## src/mpu_pkg.sv

```systemverilog
// Shared definitions for the masked pixel unpacker: register indexes, limits,
// luma weights and the mask shift helper. No dependencies.
`timescale 1ns / 1ps
`default_nettype none
package mpu_pkg;

  localparam int unsigned MAX_WIDTH  = 4096;
  localparam int unsigned MAX_HEIGHT = 4096;

  localparam int unsigned CFG_DATA_W  = 32;
  localparam int unsigned CFG_INDEX_W = 3;
  localparam int unsigned DIM_W       = 13;
  localparam int unsigned POS_W       = 12;
  localparam int unsigned SHIFT_W     = 5;

  // Luma weights, unsigned 0.16 fixed point
  localparam logic [15:0] LUMA_WR = 16'd19595;
  localparam logic [15:0] LUMA_WG = 16'd38470;
  localparam logic [15:0] LUMA_WB = 16'd7471;

  typedef enum logic [CFG_INDEX_W-1:0] {
    REG_RED_MASK     = 3'd0,
    REG_GREEN_MASK   = 3'd1,
    REG_BLUE_MASK    = 3'd2,
    REG_ALPHA_MASK   = 3'd3,
    REG_BPP          = 3'd4,
    REG_IMAGE_WIDTH  = 3'd5,
    REG_IMAGE_HEIGHT = 3'd6
  } cfg_reg_t;

  // Trailing-zero count of a mask: isolate the lowest set bit, then encode.
  function automatic logic [SHIFT_W-1:0] mask_shift(input logic [CFG_DATA_W-1:0] m);
    logic [CFG_DATA_W-1:0] low_bit;
    logic [SHIFT_W-1:0]    enc;
    low_bit = m & (~m + 32'd1);
    enc = '0;
    for (int i = 0; i < CFG_DATA_W; i++) begin
      if (low_bit[i]) enc = enc | SHIFT_W'(i);
    end
    return enc;
  endfunction

endpackage
`default_nettype wire

```

## src/masked_pixel_unpacker.sv

```systemverilog
// Bitmap pixel-array unpacker: bytes in, masked RGBA channels and luma out.
// Depends on mpu_pkg.
//
// Usage: bytes of the pixel array enter on in_valid/in_ready with data_byte,
// one beat per cycle while in_ready is high. Each group of bytes_per_pixel
// bytes (clamped to 2..4, little-endian) forms a pixel; row padding bytes are
// consumed without a result. Every pixel produces one beat on out_valid/out_ready
// carrying red, green, blue, alpha, luma, column, row and last_of_image.
// Throughput is one byte per cycle while in_ready is high. The stage-1
// register captures the assembled pixel at the edge that accepts its final
// byte; the channel extraction register loads from it and the luma/result
// register from that one; out_valid rises as the result register loads. The
// luma multiply-add and the mask barrel shift each own one of these stages.
// Configuration is written through cfg_we/cfg_index/cfg_wdata while the
// block is idle; it takes effect on the next byte.
// Reset (rst, synchronous) restores the default masks (24-bit BGR),
// 3 bytes per pixel, 640x480, and clears the assembly state and counters.
// When the receiver stalls, the result register holds and the stages behind
// it fill; in_ready falls once all three are occupied.
`timescale 1ns / 1ps
`default_nettype none
module masked_pixel_unpacker import mpu_pkg::*; (
  input  wire logic                   clk,
  input  wire logic                   rst,
  input  wire logic                   cfg_we,
  input  wire logic [CFG_INDEX_W-1:0] cfg_index,
  input  wire logic [CFG_DATA_W-1:0]  cfg_wdata,
  input  wire logic                   in_valid,
  output logic                        in_ready,
  input  wire logic [7:0]             data_byte,
  output logic                        out_valid,
  input  wire logic                   out_ready,
  output logic [7:0]                  red,
  output logic [7:0]                  green,
  output logic [7:0]                  blue,
  output logic [7:0]                  alpha,
  output logic [7:0]                  luma,
  output logic [POS_W-1:0]            column,
  output logic [POS_W-1:0]            row,
  output logic                        last_of_image
);

  // Configuration
  logic [CFG_DATA_W-1:0] red_mask, green_mask, blue_mask, alpha_mask;
  logic [SHIFT_W-1:0]    red_sh, green_sh, blue_sh, alpha_sh;
  logic [2:0]            bytes_per_pixel;
  logic [DIM_W-1:0]      image_width, image_height;

  always_ff @(posedge clk) begin
    if (rst) begin
      red_mask        <= 32'h00FF_0000;
      green_mask      <= 32'h0000_FF00;
      blue_mask       <= 32'h0000_00FF;
      alpha_mask      <= '0;
      red_sh          <= SHIFT_W'(16);
      green_sh        <= SHIFT_W'(8);
      blue_sh         <= '0;
      alpha_sh        <= '0;
      bytes_per_pixel <= 3'd3;
      image_width     <= DIM_W'(640);
      image_height    <= DIM_W'(480);
    end else if (cfg_we) begin
      unique case (cfg_reg_t'(cfg_index))
        REG_RED_MASK: begin
          red_mask <= cfg_wdata;
          red_sh   <= mask_shift(cfg_wdata);
        end
        REG_GREEN_MASK: begin
          green_mask <= cfg_wdata;
          green_sh   <= mask_shift(cfg_wdata);
        end
        REG_BLUE_MASK: begin
          blue_mask <= cfg_wdata;
          blue_sh   <= mask_shift(cfg_wdata);
        end
        REG_ALPHA_MASK: begin
          alpha_mask <= cfg_wdata;
          alpha_sh   <= mask_shift(cfg_wdata);
        end
        REG_BPP:          bytes_per_pixel <= cfg_wdata[2:0];
        REG_IMAGE_WIDTH:  image_width     <= cfg_wdata[DIM_W-1:0];
        REG_IMAGE_HEIGHT: image_height    <= cfg_wdata[DIM_W-1:0];
        default: ;
      endcase
    end
  end

  // Effective pixel size and dimensions
  logic [2:0]       bpp_eff;
  logic [DIM_W-1:0] width_eff, height_eff;

  always_comb begin
    if (bytes_per_pixel < 3'd2)      bpp_eff = 3'd2;
    else if (bytes_per_pixel > 3'd4) bpp_eff = 3'd4;
    else                             bpp_eff = bytes_per_pixel;
    if (image_width == '0)                        width_eff = DIM_W'(1);
    else if (image_width > DIM_W'(MAX_WIDTH))     width_eff = DIM_W'(MAX_WIDTH);
    else                                          width_eff = image_width;
    if (image_height == '0)                       height_eff = DIM_W'(1);
    else if (image_height > DIM_W'(MAX_HEIGHT))   height_eff = DIM_W'(MAX_HEIGHT);
    else                                          height_eff = image_height;
  end

  // Pipeline handshake
  logic s1_valid, s2_valid;
  logic out_free, s2_free, s1_free, in_fire;

  assign out_free = !out_valid || out_ready;
  assign s2_free  = !s2_valid || out_free;
  assign s1_free  = !s1_valid || s2_free;
  assign in_ready = s1_free;
  assign in_fire  = in_valid && in_ready;

  // Pixel assembly
  logic [31:0]      pixel_word, pixel_word_next, word_merged;
  logic [1:0]       byte_slot, byte_slot_next;
  logic [1:0]       pad_left, pad_left_next;
  logic [POS_W-1:0] column_count, column_count_next;
  logic [POS_W-1:0] row_count, row_count_next;
  logic [2:0]       slot_plus;
  logic [1:0]       row_bytes_low;
  logic             pixel_done, row_end, image_end;

  always_comb begin
    word_merged   = pixel_word | (32'(data_byte) << {byte_slot, 3'b000});
    slot_plus     = {1'b0, byte_slot} + 3'd1;
    row_end       = ({1'b0, column_count} + DIM_W'(1)) >= width_eff;
    image_end     = ({1'b0, row_count} + DIM_W'(1)) >= height_eff;
    row_bytes_low = 2'(width_eff[1:0] * bpp_eff[1:0]);
    pixel_done    = 1'b0;

    pixel_word_next   = pixel_word;
    byte_slot_next    = byte_slot;
    pad_left_next     = pad_left;
    column_count_next = column_count;
    row_count_next    = row_count;

    if (in_fire) begin
      if (pad_left != 2'd0) begin
        pad_left_next = pad_left - 2'd1;
      end else if (slot_plus < bpp_eff) begin
        pixel_word_next = word_merged;
        byte_slot_next  = slot_plus[1:0];
      end else begin
        pixel_done      = 1'b1;
        pixel_word_next = '0;
        byte_slot_next  = '0;
        if (row_end) begin
          pad_left_next     = 2'd0 - row_bytes_low;
          column_count_next = '0;
          row_count_next    = image_end ? '0 : row_count + POS_W'(1);
        end else begin
          column_count_next = column_count + POS_W'(1);
        end
      end
    end
  end

  always_ff @(posedge clk) begin
    if (rst) begin
      pixel_word   <= '0;
      byte_slot    <= '0;
      pad_left     <= '0;
      column_count <= '0;
      row_count    <= '0;
    end else begin
      pixel_word   <= pixel_word_next;
      byte_slot    <= byte_slot_next;
      pad_left     <= pad_left_next;
      column_count <= column_count_next;
      row_count    <= row_count_next;
    end
  end

  // Stage 1: assembled pixel
  logic [31:0]      s1_word;
  logic [POS_W-1:0] s1_col, s1_row;
  logic             s1_last;

  always_ff @(posedge clk) begin
    if (rst) begin
      s1_valid <= 1'b0;
    end else if (pixel_done) begin
      s1_valid <= 1'b1;
    end else if (s2_free) begin
      s1_valid <= 1'b0;
    end
  end

  always_ff @(posedge clk) begin
    if (pixel_done) begin
      s1_word <= word_merged;
      s1_col  <= column_count;
      s1_row  <= row_count;
      s1_last <= row_end && image_end;
    end
  end

  // Stage 2: masked channel extraction
  logic [7:0]       s2_red, s2_green, s2_blue, s2_alpha;
  logic [POS_W-1:0] s2_col, s2_row;
  logic             s2_last;
  logic             s2_load;

  assign s2_load = s1_valid && s2_free;

  always_ff @(posedge clk) begin
    if (rst) begin
      s2_valid <= 1'b0;
    end else if (s2_free) begin
      s2_valid <= s1_valid;
    end
  end

  always_ff @(posedge clk) begin
    if (s2_load) begin
      s2_red   <= 8'((s1_word & red_mask) >> red_sh);
      s2_green <= 8'((s1_word & green_mask) >> green_sh);
      s2_blue  <= 8'((s1_word & blue_mask) >> blue_sh);
      s2_alpha <= 8'((s1_word & alpha_mask) >> alpha_sh);
      s2_col   <= s1_col;
      s2_row   <= s1_row;
      s2_last  <= s1_last;
    end
  end

  // Stage 3: luma and result register
  logic [23:0] luma_sum;
  logic        out_load;

  assign out_load = s2_valid && out_free;
  // Products need 24 bits; the weights sum to 1.0 so the total cannot overflow
  assign luma_sum = 24'(LUMA_WR) * 24'(s2_red) + 24'(LUMA_WG) * 24'(s2_green)
                  + 24'(LUMA_WB) * 24'(s2_blue);

  always_ff @(posedge clk) begin
    if (rst) begin
      out_valid <= 1'b0;
    end else if (out_free) begin
      out_valid <= s2_valid;
    end
  end

  always_ff @(posedge clk) begin
    if (out_load) begin
      red           <= s2_red;
      green         <= s2_green;
      blue          <= s2_blue;
      alpha         <= s2_alpha;
      luma          <= luma_sum[23:16];
      column        <= s2_col;
      row           <= s2_row;
      last_of_image <= s2_last;
    end
  end

  // Checks
  a_wrap_after_last: assert property (@(posedge clk) disable iff (rst)
    pixel_done && row_end && image_end |=> column_count == '0 && row_count == '0)
    else $error("counters did not wrap after the last pixel");

  a_pad_clean: assert property (@(posedge clk) disable iff (rst)
    pad_left != 2'd0 |-> byte_slot == 2'd0 && pixel_word == '0)
    else $error("padding pending while a pixel is part-assembled");

  a_no_overrun: assert property (@(posedge clk) disable iff (rst)
    pixel_done |-> !s1_valid || s2_free)
    else $error("assembled pixel overwrote an occupied stage");

endmodule
`default_nettype wire
```

## config.mk

```make
export PLATFORM = sky130hd
export DESIGN_NAME = masked_pixel_unpacker
export DESIGN_NICKNAME = d
export VERILOG_FILES = /design/src/mpu_pkg.sv /design/src/masked_pixel_unpacker.sv
export SDC_FILE = /design/constraint.sdc
export NUM_CORES = 1
export LEC_CHECK = 0
export ABC_AREA = 1
export ABC_CLOCK_PERIOD_IN_PS = 6400
export BUFFER_PORTS_ARGS = -buffer_cell sky130_fd_sc_hd__buf_2
export CORE_MARGIN = 3
export CORE_UTILIZATION = 41
export DETAILED_ROUTE_END_ITERATION = 8
export RECOVER_POWER = 50
export SLEW_MARGIN = 20
export SYNTH_ARGS = -nofsm -noshare
export SYNTH_HDL_FRONTEND = slang
export SYNTH_SLANG_ARGS = --single-unit
```

## constraint.sdc

```tcl
create_clock -name clk -period 6.4 [get_ports clk]
set_input_delay 0.64 -clock clk [delete_from_list [all_inputs] [get_ports clk]]
set_output_delay 0.64 -clock clk [all_outputs]
set_load 0.02 [all_outputs]
```

==> results of run 1 <==
[flip-flops by register name, summed over array words and instances, names as in the netlist, 12 cells and up]
name,count
blue_mask,32
green_mask,32
column,12
column_count,12
image_height,13
s1_col,12
s2_row,12
row,12
alpha_mask,32
row_count,12
red_mask,32
s2_col,12
image_width,13
s1_word,32
s1_row,12
pixel_word,32
[final cells by class]
| cell class | instances | area share [%] |
|---|---|---|
| Multi-Input combinational cell | 2515 | 49.6 |
| Sequential cell | 419 | 32.3 |
| Inverter | 484 | 5.78 |
| Clock buffer | 59 | 4.24 |
| Timing Repair Buffer | 196 | 3.73 |
| Tap cell | 864 | 3.43 |
| Clock inverter | 31 | 0.886 |
[path summary, 6_finish.rpt]
kind	startpoint	endpoint	slack, ns	depth (start not counted)
worst min-delay path	out_ready	out_valid	0.36	4
worst min register to register	s2_row[10]	row[10]	0.41	0
worst max register to register	s2_green[6]	luma[3]	0.16	27
worst max-delay path	s2_green[6]	luma[3]	0.16	27
[cell families (layout without fill, tap and decap cells)]
logic type                 count (synthesis)  count (layout)  synth area share (%)
and+or+nand+nor                         1398            1398                  21.0
AOI/OAI and AO/OA                        767             767                  15.2
buffers and inverters                    620             770                  8.70
DFF                                      419             419                  36.7
adders and majority gates                304             304                  16.9
xor gates and xnor gates                  38              38                  1.20
muxes                                      8               8                 0.289
[routing by layer]
layer  routed length [µm]  part of all wire (%)
met3                 5300                   6.4
met2                37400                    45
met1                37500                    45
met5                    0                     0
met4                 3210                   3.8
[critical path, cell delays in order (launching register included)]
cell and delay [ns]:
sky130_fd_sc_hd__edfxtp_1 0.45, sky130_fd_sc_hd__inv_2 0.07, sky130_fd_sc_hd__ha_4 0.16, sky130_fd_sc_hd__ha_2 0.15, sky130_fd_sc_hd__or2_4 0.23, sky130_fd_sc_hd__fa_2 0.37
sky130_fd_sc_hd__fa_1 0.51, sky130_fd_sc_hd__ha_4 0.32, sky130_fd_sc_hd__nand2_4 0.05, sky130_fd_sc_hd__nor2_2 0.10, sky130_fd_sc_hd__nand2_1 0.07, sky130_fd_sc_hd__nand2_2 0.12
sky130_fd_sc_hd__a21oi_4 0.07, sky130_fd_sc_hd__xnor2_2 0.19, sky130_fd_sc_hd__fa_1 0.48, sky130_fd_sc_hd__fa_1 0.53, sky130_fd_sc_hd__inv_1 0.05, sky130_fd_sc_hd__fa_1 0.45
sky130_fd_sc_hd__fa_1 0.50, sky130_fd_sc_hd__inv_2 0.05, sky130_fd_sc_hd__ha_4 0.29, sky130_fd_sc_hd__nand2_2 0.09, sky130_fd_sc_hd__nor2_4 0.14, sky130_fd_sc_hd__nand2_1 0.08
sky130_fd_sc_hd__nor3_1 0.11, sky130_fd_sc_hd__o21ai_0 0.11, sky130_fd_sc_hd__o211ai_1 0.13, sky130_fd_sc_hd__xor2_1 0.09
[synthesized netlist by cell type, types with 3 or more instances]
cell,instances,area [µm²]
sky130_fd_sc_hd__nand2_1,884,3320
sky130_fd_sc_hd__inv_1,461,1730
sky130_fd_sc_hd__o21ai_0,391,1960
sky130_fd_sc_hd__dfxtp_1,240,4800
sky130_fd_sc_hd__nor2_1,225,845
sky130_fd_sc_hd__a21oi_1,210,1050
sky130_fd_sc_hd__ha_1,186,2330
sky130_fd_sc_hd__edfxtp_1,179,5380
sky130_fd_sc_hd__nand3_1,157,786
sky130_fd_sc_hd__fa_1,118,2360
sky130_fd_sc_hd__clkbuf_1,75,282
sky130_fd_sc_hd__nand4_1,58,363
sky130_fd_sc_hd__buf_2,48,240
sky130_fd_sc_hd__o21ai_1,43,215
sky130_fd_sc_hd__o211ai_1,40,300
sky130_fd_sc_hd__xor2_1,33,289
sky130_fd_sc_hd__a31o_2,32,280
sky130_fd_sc_hd__nor3_1,17,85.1
sky130_fd_sc_hd__o2111ai_1,16,140
sky130_fd_sc_hd__inv_2,14,52.6
sky130_fd_sc_hd__nor2_2,13,81.3
sky130_fd_sc_hd__buf_1,9,33.8
sky130_fd_sc_hd__a31oi_1,8,50.1
sky130_fd_sc_hd__clkinv_1,8,30.0
sky130_fd_sc_hd__mux2i_1,8,80.1
sky130_fd_sc_hd__a21o_1,7,52.6
sky130_fd_sc_hd__or2_2,7,43.8
sky130_fd_sc_hd__nand2_2,5,31.3
sky130_fd_sc_hd__nand3b_1,5,37.5
sky130_fd_sc_hd__nor2_4,5,56.3
sky130_fd_sc_hd__nor4_1,5,31.3
sky130_fd_sc_hd__o21bai_1,5,37.5
sky130_fd_sc_hd__or2_0,5,31.3
sky130_fd_sc_hd__xnor2_1,5,43.8
sky130_fd_sc_hd__and2_1,4,25.0
sky130_fd_sc_hd__nand3_2,4,40.0
sky130_fd_sc_hd__o21a_1,3,22.5
sky130_fd_sc_hd__o22ai_1,3,18.8
[power by group]
part | internal [mW] | switching, mW | leakage [nW] | total (mW)
clock | 1.59 | 1.20 | 0.797 | 2.79
combinational | 3.96 | 5.49 | 10.2 | 9.45
sequential | 3.14 | 0.170 | 3.60 | 3.31
[placed cells by master (no fill, tap or decap), types with 74 or more instances in the layout]
master	instances
sky130_fd_sc_hd__buf_4	74
sky130_fd_sc_hd__a21oi_1	198
sky130_fd_sc_hd__nor2_1	214
sky130_fd_sc_hd__buf_2	114
sky130_fd_sc_hd__nand3_1	157
sky130_fd_sc_hd__fa_1	115
sky130_fd_sc_hd__edfxtp_1	179
sky130_fd_sc_hd__o21ai_0	382
sky130_fd_sc_hd__ha_1	169
sky130_fd_sc_hd__inv_1	447
sky130_fd_sc_hd__dfxtp_1	240
sky130_fd_sc_hd__nand2_1	873
[per-stage QoR]
stage	area [µm²]	total power [mW]
floorplan	27700	8.35
global placement	29300	10.7
detailed placement	29300	10.7
CTS	31100	13.8
global route	31500	16.7
finish	31500	15.5
[repair_timing]
action,4_1_cts,5_1_grt
endpoints found under the setup margin,7,8
setup buffers,8,12
pin swaps,19,53
resized for setup,22,86
==> flow_results.xml, run 1 <==
<?xml version="1.0" encoding="UTF-8"?>
<metrics>
  <group name="worst_setup_path">
    <metric name="setup.worst_path.start_class" unit="">flop</metric>
    <metric name="worst-path-max-fanout" unit="">4</metric>
    <metric name="timing.setup.critical_path_class" unit="">reg -&gt; reg</metric>
    <metric name="timing.critical_path.to_type" unit="">flop</metric>
    <metric name="crit_required" unit="ns">6.70</metric>
    <metric name="arrival" unit="ns">6.54</metric>
  </group>
  <group name="global_routing">
    <metric name="gr-usage-all-layers" unit="%">23.3</metric>
    <metric name="most_utilized_layer_in_the_global_route_result" unit="">met2</metric>
    <metric name="grt.met3_usage" unit="%">3.38</metric>
    <metric name="gr-usage-met2" unit="%">37.1</metric>
    <metric name="grt.overflow.total" unit="">0</metric>
    <metric name="antenna_found_initial" unit="">0</metric>
    <metric name="first_global_vias" unit="">22400</metric>
    <metric name="grt_first_pass_wirelength" unit="mm">129</metric>
    <metric name="pin_count_of_the_biggest_net_entering_global_routing" unit="">68</metric>
    <metric name="grtUsageMet1" unit="%">32.5</metric>
  </group>
  <group name="finish">
    <metric name="filler_instances" unit="">6666</metric>
    <metric name="multi_input_area" unit="µm²">15600</metric>
    <metric name="post_layout_nonfiller_instances" unit="">4568</metric>
    <metric name="area_delta_synth_final" unit="%">13.6</metric>
    <metric name="final_layout_size_suffix_gt1_share" unit="%">11.9</metric>
    <metric name="end_of_flow_core_utilization" unit="%">47.5</metric>
    <metric name="antenna_cells" unit="">0</metric>
    <metric name="final_stage_net_count" unit="">4016</metric>
    <metric name="layout.area.seq" unit="µm²">10200</metric>
  </group>
  <group name="sta">
    <metric name="clock_skew" unit="ns">0.0621</metric>
    <metric name="worst_pin_slew" unit="ns">2.08</metric>
    <metric name="fmaxAchievable" unit="MHz">160</metric>
    <metric name="setup_slack" unit="ns">0.159</metric>
    <metric name="finalCriticalPeriod" unit="ns">6.24</metric>
    <metric name="timing.setup.tns" unit="ns">0</metric>
    <metric name="timing.hold.ws" unit="ns">0.357</metric>
    <metric name="final_min_period_over_clock_period" unit="%">97.5</metric>
    <metric name="report.final.setup_viol" unit="">0</metric>
    <metric name="timing_max_transition_violations_final" unit="">28</metric>
    <metric name="final_hold_viol_count" unit="">0</metric>
    <metric name="rsz0062_at_grt" unit="">true</metric>
    <metric name="max-slew-margin-rel" unit="%">-39.0</metric>
  </group>
  <group name="drt">
    <metric name="drt_initial_violations" unit="">1959</metric>
    <metric name="route.detailed.wl_per_inst" unit="µm">18.3</metric>
    <metric name="detail_route.drc_violations" unit="">0</metric>
    <metric name="dr_vias_cell" unit="">5.23</metric>
    <metric name="vias" unit="">23900</metric>
    <metric name="drt-total-wl" unit="mm">83.4</metric>
    <metric name="antenna_left" unit="">0</metric>
    <metric name="first_pass_iters" unit="">5</metric>
  </group>
  <group name="placed_design">
    <metric name="io_buffer_count" unit="">114</metric>
    <metric name="detailed_place_hpwl" unit="mm">61.9</metric>
    <metric name="placement.setup.worst_slack" unit="ns">-0.227</metric>
    <metric name="place.gp.congestion" unit="">0.945</metric>
    <metric name="placedCellCount" unit="">4459</metric>
  </group>
  <group name="run">
    <metric name="max_cap_violations" unit="">1</metric>
  </group>
  <group name="synth">
    <metric name="yosys_most_used_dff" unit="">sky130_fd_sc_hd__dfxtp_1</metric>
    <metric name="synthesis.instances" unit="">3554</metric>
    <metric name="netlist-cell-type-count" unit="">51</metric>
    <metric name="synthesis.area_per_instance" unit="µm²">7.80</metric>
    <metric name="synth_edf_count" unit="">179</metric>
    <metric name="synth-seq-cells" unit="">419</metric>
    <metric name="synthesis.area" unit="µm²">27700</metric>
    <metric name="yosysWarnings" unit="">0</metric>
    <metric name="synth.yosys.seq_area_share" unit="%">36.7</metric>
    <metric name="postSynth.asyncResetShare" unit="%">0</metric>
    <metric name="synth_nets" unit="">3906</metric>
  </group>
  <group name="power">
    <metric name="power-per-cell-area" unit="nW/µm²">494</metric>
    <metric name="irDropWorstVdd" unit="V">0.000895</metric>
    <metric name="power_leakage" unit="nW">14.6</metric>
  </group>
  <group name="floorplan">
    <metric name="core-area" unit="µm²">66300</metric>
    <metric name="die_area" unit="µm²">70800</metric>
    <metric name="die_w" unit="µm">266</metric>
    <metric name="initial_utilization" unit="%">41.8</metric>
    <metric name="num_io_pins" unit="">115</metric>
    <metric name="placementRows" unit="">94</metric>
    <metric name="height_of_the_die" unit="µm">266</metric>
  </group>
  <group name="cts">
    <metric name="number_of_clock_sinks" unit="">419</metric>
    <metric name="ctsLongestPathBuffers" unit="">3</metric>
    <metric name="clock_insertion_delay_worst_skew" unit="ns">0.62</metric>
    <metric name="cts.reportedPaths.clkPinSlew" unit="ns">0.06</metric>
    <metric name="clock-root-buffer" unit="">sky130_fd_sc_hd__clkbuf_16</metric>
    <metric name="htreeDepth" unit="">2</metric>
    <metric name="cts_made_buffers" unit="">48</metric>
    <metric name="holdBufCountCts" unit="">0</metric>
    <metric name="tritoncts" unit="">built</metric>
  </group>
  <group name="hold_path">
    <metric name="hold_path_class" unit="">in -&gt; reg</metric>
  </group>
  <group name="outcome">
    <metric name="status" unit="">complete, but fails checks</metric>
    <metric name="failed_checks" unit="">capacitance limit, slew limit</metric>
  </group>
</metrics>
Note: power is estimated with default switching activity, not from simulation.
==> inputs of run 2 (changes only) <==
--- a/config.mk
+++ b/config.mk
@@ -6,10 +6,10 @@
 export NUM_CORES = 1
 export LEC_CHECK = 0
 export ABC_AREA = 1
-export ABC_CLOCK_PERIOD_IN_PS = 6400
+export ABC_CLOCK_PERIOD_IN_PS = 7500
 export BUFFER_PORTS_ARGS = -buffer_cell sky130_fd_sc_hd__buf_2
 export CORE_MARGIN = 3
-export CORE_UTILIZATION = 41
+export CORE_UTILIZATION = 40
 export DETAILED_ROUTE_END_ITERATION = 8
 export RECOVER_POWER = 50
 export SLEW_MARGIN = 20
==> constraint.sdc (replaced) <==
create_clock -name clk -period 7.5 [get_ports clk]
set_input_delay 0.75 -clock clk [delete_from_list [all_inputs] [get_ports clk]]
set_output_delay 0.75 -clock clk [all_outputs]
set_load 0.02 [all_outputs]
==> flow_results.xml, run 2 (same netlist as run 1, synthesis figures left out) <==
<?xml version="1.0" encoding="UTF-8"?>
<metrics>
  <group name="finish">
    <metric name="final_stage_net_count" unit="">3949</metric>
    <metric name="area_delta_synth_final" unit="%">9.96</metric>
    <metric name="most-common-layout-cells" unit="">sky130_fd_sc_hd__nand2_1 (885), sky130_fd_sc_hd__inv_1 (460), sky130_fd_sc_hd__o21ai_0 (393)</metric>
    <metric name="final_common_cell" unit="">sky130_fd_sc_hd__nand2_1</metric>
    <metric name="end_of_flow_core_utilization" unit="%">44.9</metric>
    <metric name="final_layout_size_suffix_gt1_share" unit="%">6.08</metric>
    <metric name="antenna_cells" unit="">0</metric>
  </group>
  <group name="cts">
    <metric name="cts.reportedPaths.clkPinSlew" unit="ns">0.06</metric>
    <metric name="post_cts_resize_count" unit="">0</metric>
    <metric name="holdBufCountCts" unit="">0</metric>
    <metric name="clock_insertion_delay_worst_skew" unit="ns">0.63</metric>
    <metric name="tritoncts" unit="">built</metric>
    <metric name="cts_setup_buffers" unit="">0</metric>
    <metric name="number_of_clock_sinks" unit="">419</metric>
    <metric name="cts_made_buffers" unit="">48</metric>
    <metric name="htreeDepth" unit="">2</metric>
    <metric name="clock-root-buffer" unit="">sky130_fd_sc_hd__clkbuf_16</metric>
    <metric name="ctsLongestPathBuffers" unit="">3</metric>
  </group>
  <group name="worst_setup_path">
    <metric name="worst-path-max-fanout" unit="">8</metric>
    <metric name="r2r_slack" unit="ns">0.50</metric>
    <metric name="timing.reg2reg.worst_path_depth" unit="">27</metric>
    <metric name="crit-reg2reg-launch" unit="">s2_green[6]</metric>
    <metric name="worst_r2r_endpoint" unit="">luma[7]</metric>
    <metric name="arrival" unit="ns">7.33</metric>
    <metric name="crit_required" unit="ns">7.83</metric>
    <metric name="timing.setup.critical_path_class" unit="">reg -&gt; reg</metric>
    <metric name="cp_peak_stage_delay" unit="ns">0.56</metric>
    <metric name="setup.worst_path.start_class" unit="">flop</metric>
    <metric name="timing.critical_path.to_type" unit="">flop</metric>
    <metric name="slowest_stage" unit="">sky130_fd_sc_hd__fa_1</metric>
  </group>
  <group name="drt">
    <metric name="detail_route.drc_violations" unit="">0</metric>
    <metric name="drt_initial_violations" unit="">1882</metric>
    <metric name="dr_vias_cell" unit="">5.16</metric>
    <metric name="route.detailed.wl_per_inst" unit="µm">18.1</metric>
    <metric name="vias" unit="">23500</metric>
    <metric name="antenna_left" unit="">0</metric>
    <metric name="drt-total-wl" unit="mm">82.5</metric>
    <metric name="first_pass_iters" unit="">5</metric>
  </group>
  <group name="run">
    <metric name="max_cap_violations" unit="">3</metric>
  </group>
  <group name="floorplan">
    <metric name="core-area" unit="µm²">67900</metric>
    <metric name="height_of_the_die" unit="µm">269</metric>
    <metric name="num_io_pins" unit="">115</metric>
    <metric name="initial_utilization" unit="%">40.9</metric>
    <metric name="placementRows" unit="">95</metric>
    <metric name="die_w" unit="µm">269</metric>
    <metric name="die_area" unit="µm²">72500</metric>
  </group>
  <group name="hold_path">
    <metric name="startpoint_of_the_worst_hold_path" unit="">s2_col[0]</metric>
    <metric name="hold_depth" unit="">0</metric>
    <metric name="hold_path_class" unit="">reg -&gt; reg</metric>
    <metric name="whs_endpoint" unit="">column[0]</metric>
  </group>
  <group name="global_routing">
    <metric name="grt.overflow.total" unit="">0</metric>
    <metric name="grt_first_pass_wirelength" unit="mm">128</metric>
    <metric name="pin_count_of_the_biggest_net_entering_global_routing" unit="">81</metric>
    <metric name="gr-usage-all-layers" unit="%">22.2</metric>
    <metric name="first_global_vias" unit="">22000</metric>
    <metric name="antenna_found_initial" unit="">0</metric>
  </group>
  <group name="sta">
    <metric name="worst_pin_slew" unit="ns">4.16</metric>
    <metric name="final_hold_viol_count" unit="">0</metric>
    <metric name="clock_skew" unit="ns">0.0535</metric>
    <metric name="timing_max_transition_violations_final" unit="">153</metric>
    <metric name="finalCriticalPeriod" unit="ns">7.00</metric>
    <metric name="max-slew-margin-rel" unit="%">-177</metric>
    <metric name="report.final.setup_viol" unit="">0</metric>
    <metric name="final_min_period_over_clock_period" unit="%">93.4</metric>
    <metric name="fmaxAchievable" unit="MHz">143</metric>
    <metric name="timing.setup.tns" unit="ns">0</metric>
    <metric name="rsz0062_at_grt" unit="">false</metric>
  </group>
  <group name="placed_design">
    <metric name="place.gp.congestion" unit="">0.935</metric>
    <metric name="io_buffer_count" unit="">114</metric>
    <metric name="detailed_place_hpwl" unit="mm">61.5</metric>
  </group>
  <group name="outcome">
    <metric name="status" unit="">complete, but fails checks</metric>
    <metric name="failed_checks" unit="">capacitance limit, slew limit</metric>
  </group>
  <group name="power">
    <metric name="power_leakage" unit="nW">14.0</metric>
    <metric name="power-per-cell-area" unit="nW/µm²">362</metric>
    <metric name="irDropWorstVdd" unit="V">0.000515</metric>
  </group>
</metrics>
==> run 2: worst max-delay path: cells and delay by family (launching register included) <==
| family | cells | cell delay [ns] |
|---|---|---|
| compound gates | 5 | 1.04 |
| xor+xnor | 1 | 0.20 |
| fa+ha+maj | 9 | 4.09 |
| buf+inv | 6 | 0.33 |
| flops | 1 | 0.55 |
| simple gates | 6 | 0.54 |
==> run 2: how the worst max path moves through the flow <==
stage	startpoint	end	slack (ns)
after CTS	s2_green[6]	luma[7]	0.52
final	s2_green[6]	luma[7]	0.50
after floorplan	s2_green[6]	luma[3]	1.14
after global routing	s2_green[6]	luma[3]	0.03
after detailed placement	s2_green[6]	luma[7]	0.55
after global placement	s2_green[6]	luma[3]	0.61
==> run 2: cell type report <==
| type | instances | area [µm²] |
|---|---|---|
| Fill cell | 6879 | 37400 |
| Multi-Input combinational cell | 2515 | 15100 |
| Sequential cell | 419 | 10200 |
| Inverter | 484 | 1820 |
| Clock buffer | 63 | 1340 |
| Tap cell | 921 | 1150 |
| Timing Repair Buffer | 129 | 586 |
| Clock inverter | 26 | 273 |
==> run 2: per-stage QoR <==
| stage | setup WS, ns | power (mW) | hold WS, ns | area (µm²) | std cells |
|---|---|---|---|---|---|
| finish | 0.496 | 11.1 | 0.400 | 30500 | 4557 |
| global route | 0.0306 | 12.0 | 0.409 | 30500 | 4557 |
| global placement | 0.609 | 8.74 | 0.401 | 29000 | 4468 |
| CTS | 0.522 | 11.1 | 0.397 | 30600 | 4557 |
| floorplan | 1.14 | 7.12 | 0.400 | 27700 | 3554 |
| detailed placement | 0.552 | 8.69 | 0.405 | 29000 | 4468 |
==> run 2: layer usage <==
layer	share of wire (%)	global-route usage, %
met5	0	0
met3	6.1	2.78
met4	2.7	5.81
met2	46	36.6
met1	46	31.0
==> run 2: power by group <==
group / total (mW) / leakage (nW) / switching [mW] / internal (mW)
combinational: 5.86 / 9.64 / 3.77 / 2.09
clock: 2.35 / 0.781 / 1.01 / 1.35
sequential: 2.84 / 3.60 / 0.157 / 2.68
==> inputs of run 3 (changes only) <==
--- a/config.mk
+++ b/config.mk
@@ -8,9 +8,12 @@
 export ABC_AREA = 1
 export ABC_CLOCK_PERIOD_IN_PS = 7500
 export BUFFER_PORTS_ARGS = -buffer_cell sky130_fd_sc_hd__buf_2
+export CELL_PAD_IN_SITES_DETAIL_PLACEMENT = 0
+export CELL_PAD_IN_SITES_GLOBAL_PLACEMENT = 1
 export CORE_MARGIN = 3
 export CORE_UTILIZATION = 40
 export DETAILED_ROUTE_END_ITERATION = 8
+export PLACE_DENSITY_LB_ADDON = 0.1
 export RECOVER_POWER = 50
 export SLEW_MARGIN = 20
 export SYNTH_ARGS = -nofsm -noshare
==> flow_results.xml, run 3 (same netlist as run 1, synthesis figures left out) <==
<?xml version="1.0" encoding="UTF-8"?>
<metrics>
  <group name="finish">
    <metric name="end_of_flow_core_utilization" unit="%">44.9</metric>
    <metric name="area_delta_synth_final" unit="%">9.94</metric>
    <metric name="final_common_cell" unit="">sky130_fd_sc_hd__nand2_1</metric>
    <metric name="most-common-layout-cells" unit="">sky130_fd_sc_hd__nand2_1 (886), sky130_fd_sc_hd__inv_1 (460), sky130_fd_sc_hd__o21ai_0 (394)</metric>
    <metric name="final_layout_size_suffix_gt1_share" unit="%">6.00</metric>
    <metric name="antenna_cells" unit="">0</metric>
    <metric name="final_instance_area" unit="µm²">30500</metric>
    <metric name="final_stage_net_count" unit="">3951</metric>
  </group>
  <group name="outcome">
    <metric name="status" unit="">complete, but fails checks</metric>
    <metric name="failed_checks" unit="">capacitance limit, slew limit</metric>
  </group>
  <group name="drt">
    <metric name="antenna_left" unit="">0</metric>
    <metric name="detail_route.drc_violations" unit="">0</metric>
    <metric name="drt-total-wl" unit="mm">91.1</metric>
    <metric name="drt_initial_violations" unit="">1976</metric>
    <metric name="first_pass_iters" unit="">6</metric>
    <metric name="dr_vias_cell" unit="">5.28</metric>
    <metric name="vias" unit="">24000</metric>
    <metric name="route.detailed.wl_per_inst" unit="µm">20.0</metric>
  </group>
  <group name="sta">
    <metric name="timing.setup.tns" unit="ns">0</metric>
    <metric name="worst_pin_slew" unit="ns">4.36</metric>
    <metric name="report.final.setup_viol" unit="">0</metric>
    <metric name="final_min_period_over_clock_period" unit="%">94.1</metric>
    <metric name="rsz0062_at_grt" unit="">false</metric>
    <metric name="max-slew-margin-rel" unit="%">-191</metric>
    <metric name="final_hold_viol_count" unit="">0</metric>
    <metric name="clock_skew" unit="ns">0.0334</metric>
    <metric name="finalCriticalPeriod" unit="ns">7.06</metric>
    <metric name="timing_max_transition_violations_final" unit="">135</metric>
    <metric name="fmaxAchievable" unit="MHz">142</metric>
    <metric name="timing.hold.ws" unit="ns">0.410</metric>
  </group>
  <group name="power">
    <metric name="power-per-cell-area" unit="nW/µm²">370</metric>
    <metric name="power_leakage" unit="nW">14.0</metric>
    <metric name="irDropWorstVdd" unit="V">0.000393</metric>
    <metric name="power" unit="mW">11.3</metric>
  </group>
  <group name="global_routing">
    <metric name="most_utilized_layer_in_the_global_route_result" unit="">met2</metric>
    <metric name="antenna_found_initial" unit="">0</metric>
    <metric name="gr-usage-all-layers" unit="%">24.6</metric>
    <metric name="gr-usage-met2" unit="%">39.7</metric>
    <metric name="pin_count_of_the_biggest_net_entering_global_routing" unit="">105</metric>
    <metric name="grtUsageMet1" unit="%">33.8</metric>
    <metric name="first_global_vias" unit="">23600</metric>
    <metric name="grt.overflow.total" unit="">0</metric>
    <metric name="grt_first_pass_wirelength" unit="mm">139</metric>
    <metric name="grt.met3_usage" unit="%">3.08</metric>
  </group>
  <group name="worst_setup_path">
    <metric name="arrival" unit="ns">7.39</metric>
    <metric name="setup.worst_path.start_class" unit="">flop</metric>
    <metric name="timing.setup.critical_path_class" unit="">reg -&gt; reg</metric>
    <metric name="r2r_slack" unit="ns">0.44</metric>
    <metric name="worst-path-max-fanout" unit="">5</metric>
    <metric name="crit_required" unit="ns">7.83</metric>
    <metric name="most_frequent_cell_on_critical_path" unit="">sky130_fd_sc_hd__inv_1</metric>
    <metric name="timing.critical_path.to_type" unit="">flop</metric>
    <metric name="cp_peak_stage_delay" unit="ns">0.53</metric>
    <metric name="slowest_stage" unit="">sky130_fd_sc_hd__fa_1</metric>
  </group>
  <group name="hold_path">
    <metric name="hold_path_class" unit="">reg -&gt; reg</metric>
  </group>
  <group name="floorplan">
    <metric name="initial_utilization" unit="%">40.9</metric>
    <metric name="die_w" unit="µm">269</metric>
    <metric name="num_io_pins" unit="">115</metric>
    <metric name="die_area" unit="µm²">72500</metric>
    <metric name="placementRows" unit="">95</metric>
    <metric name="height_of_the_die" unit="µm">269</metric>
    <metric name="core-area" unit="µm²">67900</metric>
  </group>
  <group name="cts">
    <metric name="cts_made_buffers" unit="">48</metric>
    <metric name="clock_insertion_delay_worst_skew" unit="ns">0.60</metric>
    <metric name="cts.reportedPaths.clkPinSlew" unit="ns">0.06</metric>
    <metric name="htreeDepth" unit="">2</metric>
    <metric name="ctsLongestPathBuffers" unit="">3</metric>
    <metric name="holdBufCountCts" unit="">0</metric>
    <metric name="tritoncts" unit="">built</metric>
    <metric name="clock-root-buffer" unit="">sky130_fd_sc_hd__clkbuf_16</metric>
    <metric name="number_of_clock_sinks" unit="">419</metric>
  </group>
  <group name="run">
    <metric name="max_cap_violations" unit="">3</metric>
  </group>
  <group name="placed_design">
    <metric name="detailed_place_hpwl" unit="mm">68.4</metric>
    <metric name="dpl_cell_area" unit="µm²">29000</metric>
    <metric name="io_buffer_count" unit="">114</metric>
    <metric name="place.gp.congestion" unit="">0.904</metric>
  </group>
</metrics>
[run 3: layout make-up]
cell class | count | area, µm²
clock buffers | 73 | 1420
clock inverters | 14 | 171
fillers | 6957 | 37400
inverters | 484 | 1820
multi-input cells | 2515 | 15200
flip-flops and latches | 419 | 10200
well taps | 921 | 1150
repair buffers | 131 | 589
[run 3: repair_timing]
action	in CTS	in global routing
buffers inserted	0	0
gates resized for setup	0	1
setup endpoints to repair	0	1
[run 3: where the power goes]
group	total, mW	internal (mW)	switching, mW
registers	2.84	2.68	0.161
logic	6.09	2.14	3.94
clock network	2.37	1.38	0.986
total	11.3	6.20	5.09
[run 3: through the flow]
step,setup slack (ns),std cells
finish,0.444,4557
global route,0.0290,4557
CTS,0.464,4557
detailed placement,0.466,4470
global placement,0.537,4470
floorplan,1.14,3554
[run 3: routing by layer]
metal / vias up / wire (µm)
li1: 11800 / -
met1: 11400 / 41600
met2: 646 / 41100
met3: 155 / 4650
met4: 0 / 3720
met5: - / 0
[run 3: final timing paths]
kind | cells after the start | end | start
min reg2reg | 0 | row[5] | s2_row[5]
max | 30 | luma[6] | s2_green[6]
max reg2reg | 30 | luma[6] | s2_green[6]
min | 0 | row[5] | s2_row[5]
[run 3: critical path: cells and delay by family (launching register included)]
kind | cells | cell delay [ns]
buffers and inverters | 7 | 0.51
AO/OA/AOI/OAI | 2 | 0.29
adder cells (fa/ha/maj) | 9 | 3.74
AND/OR/NAND/NOR | 11 | 1.47
XOR/XNOR | 1 | 0.36
flip-flops | 1 | 0.43
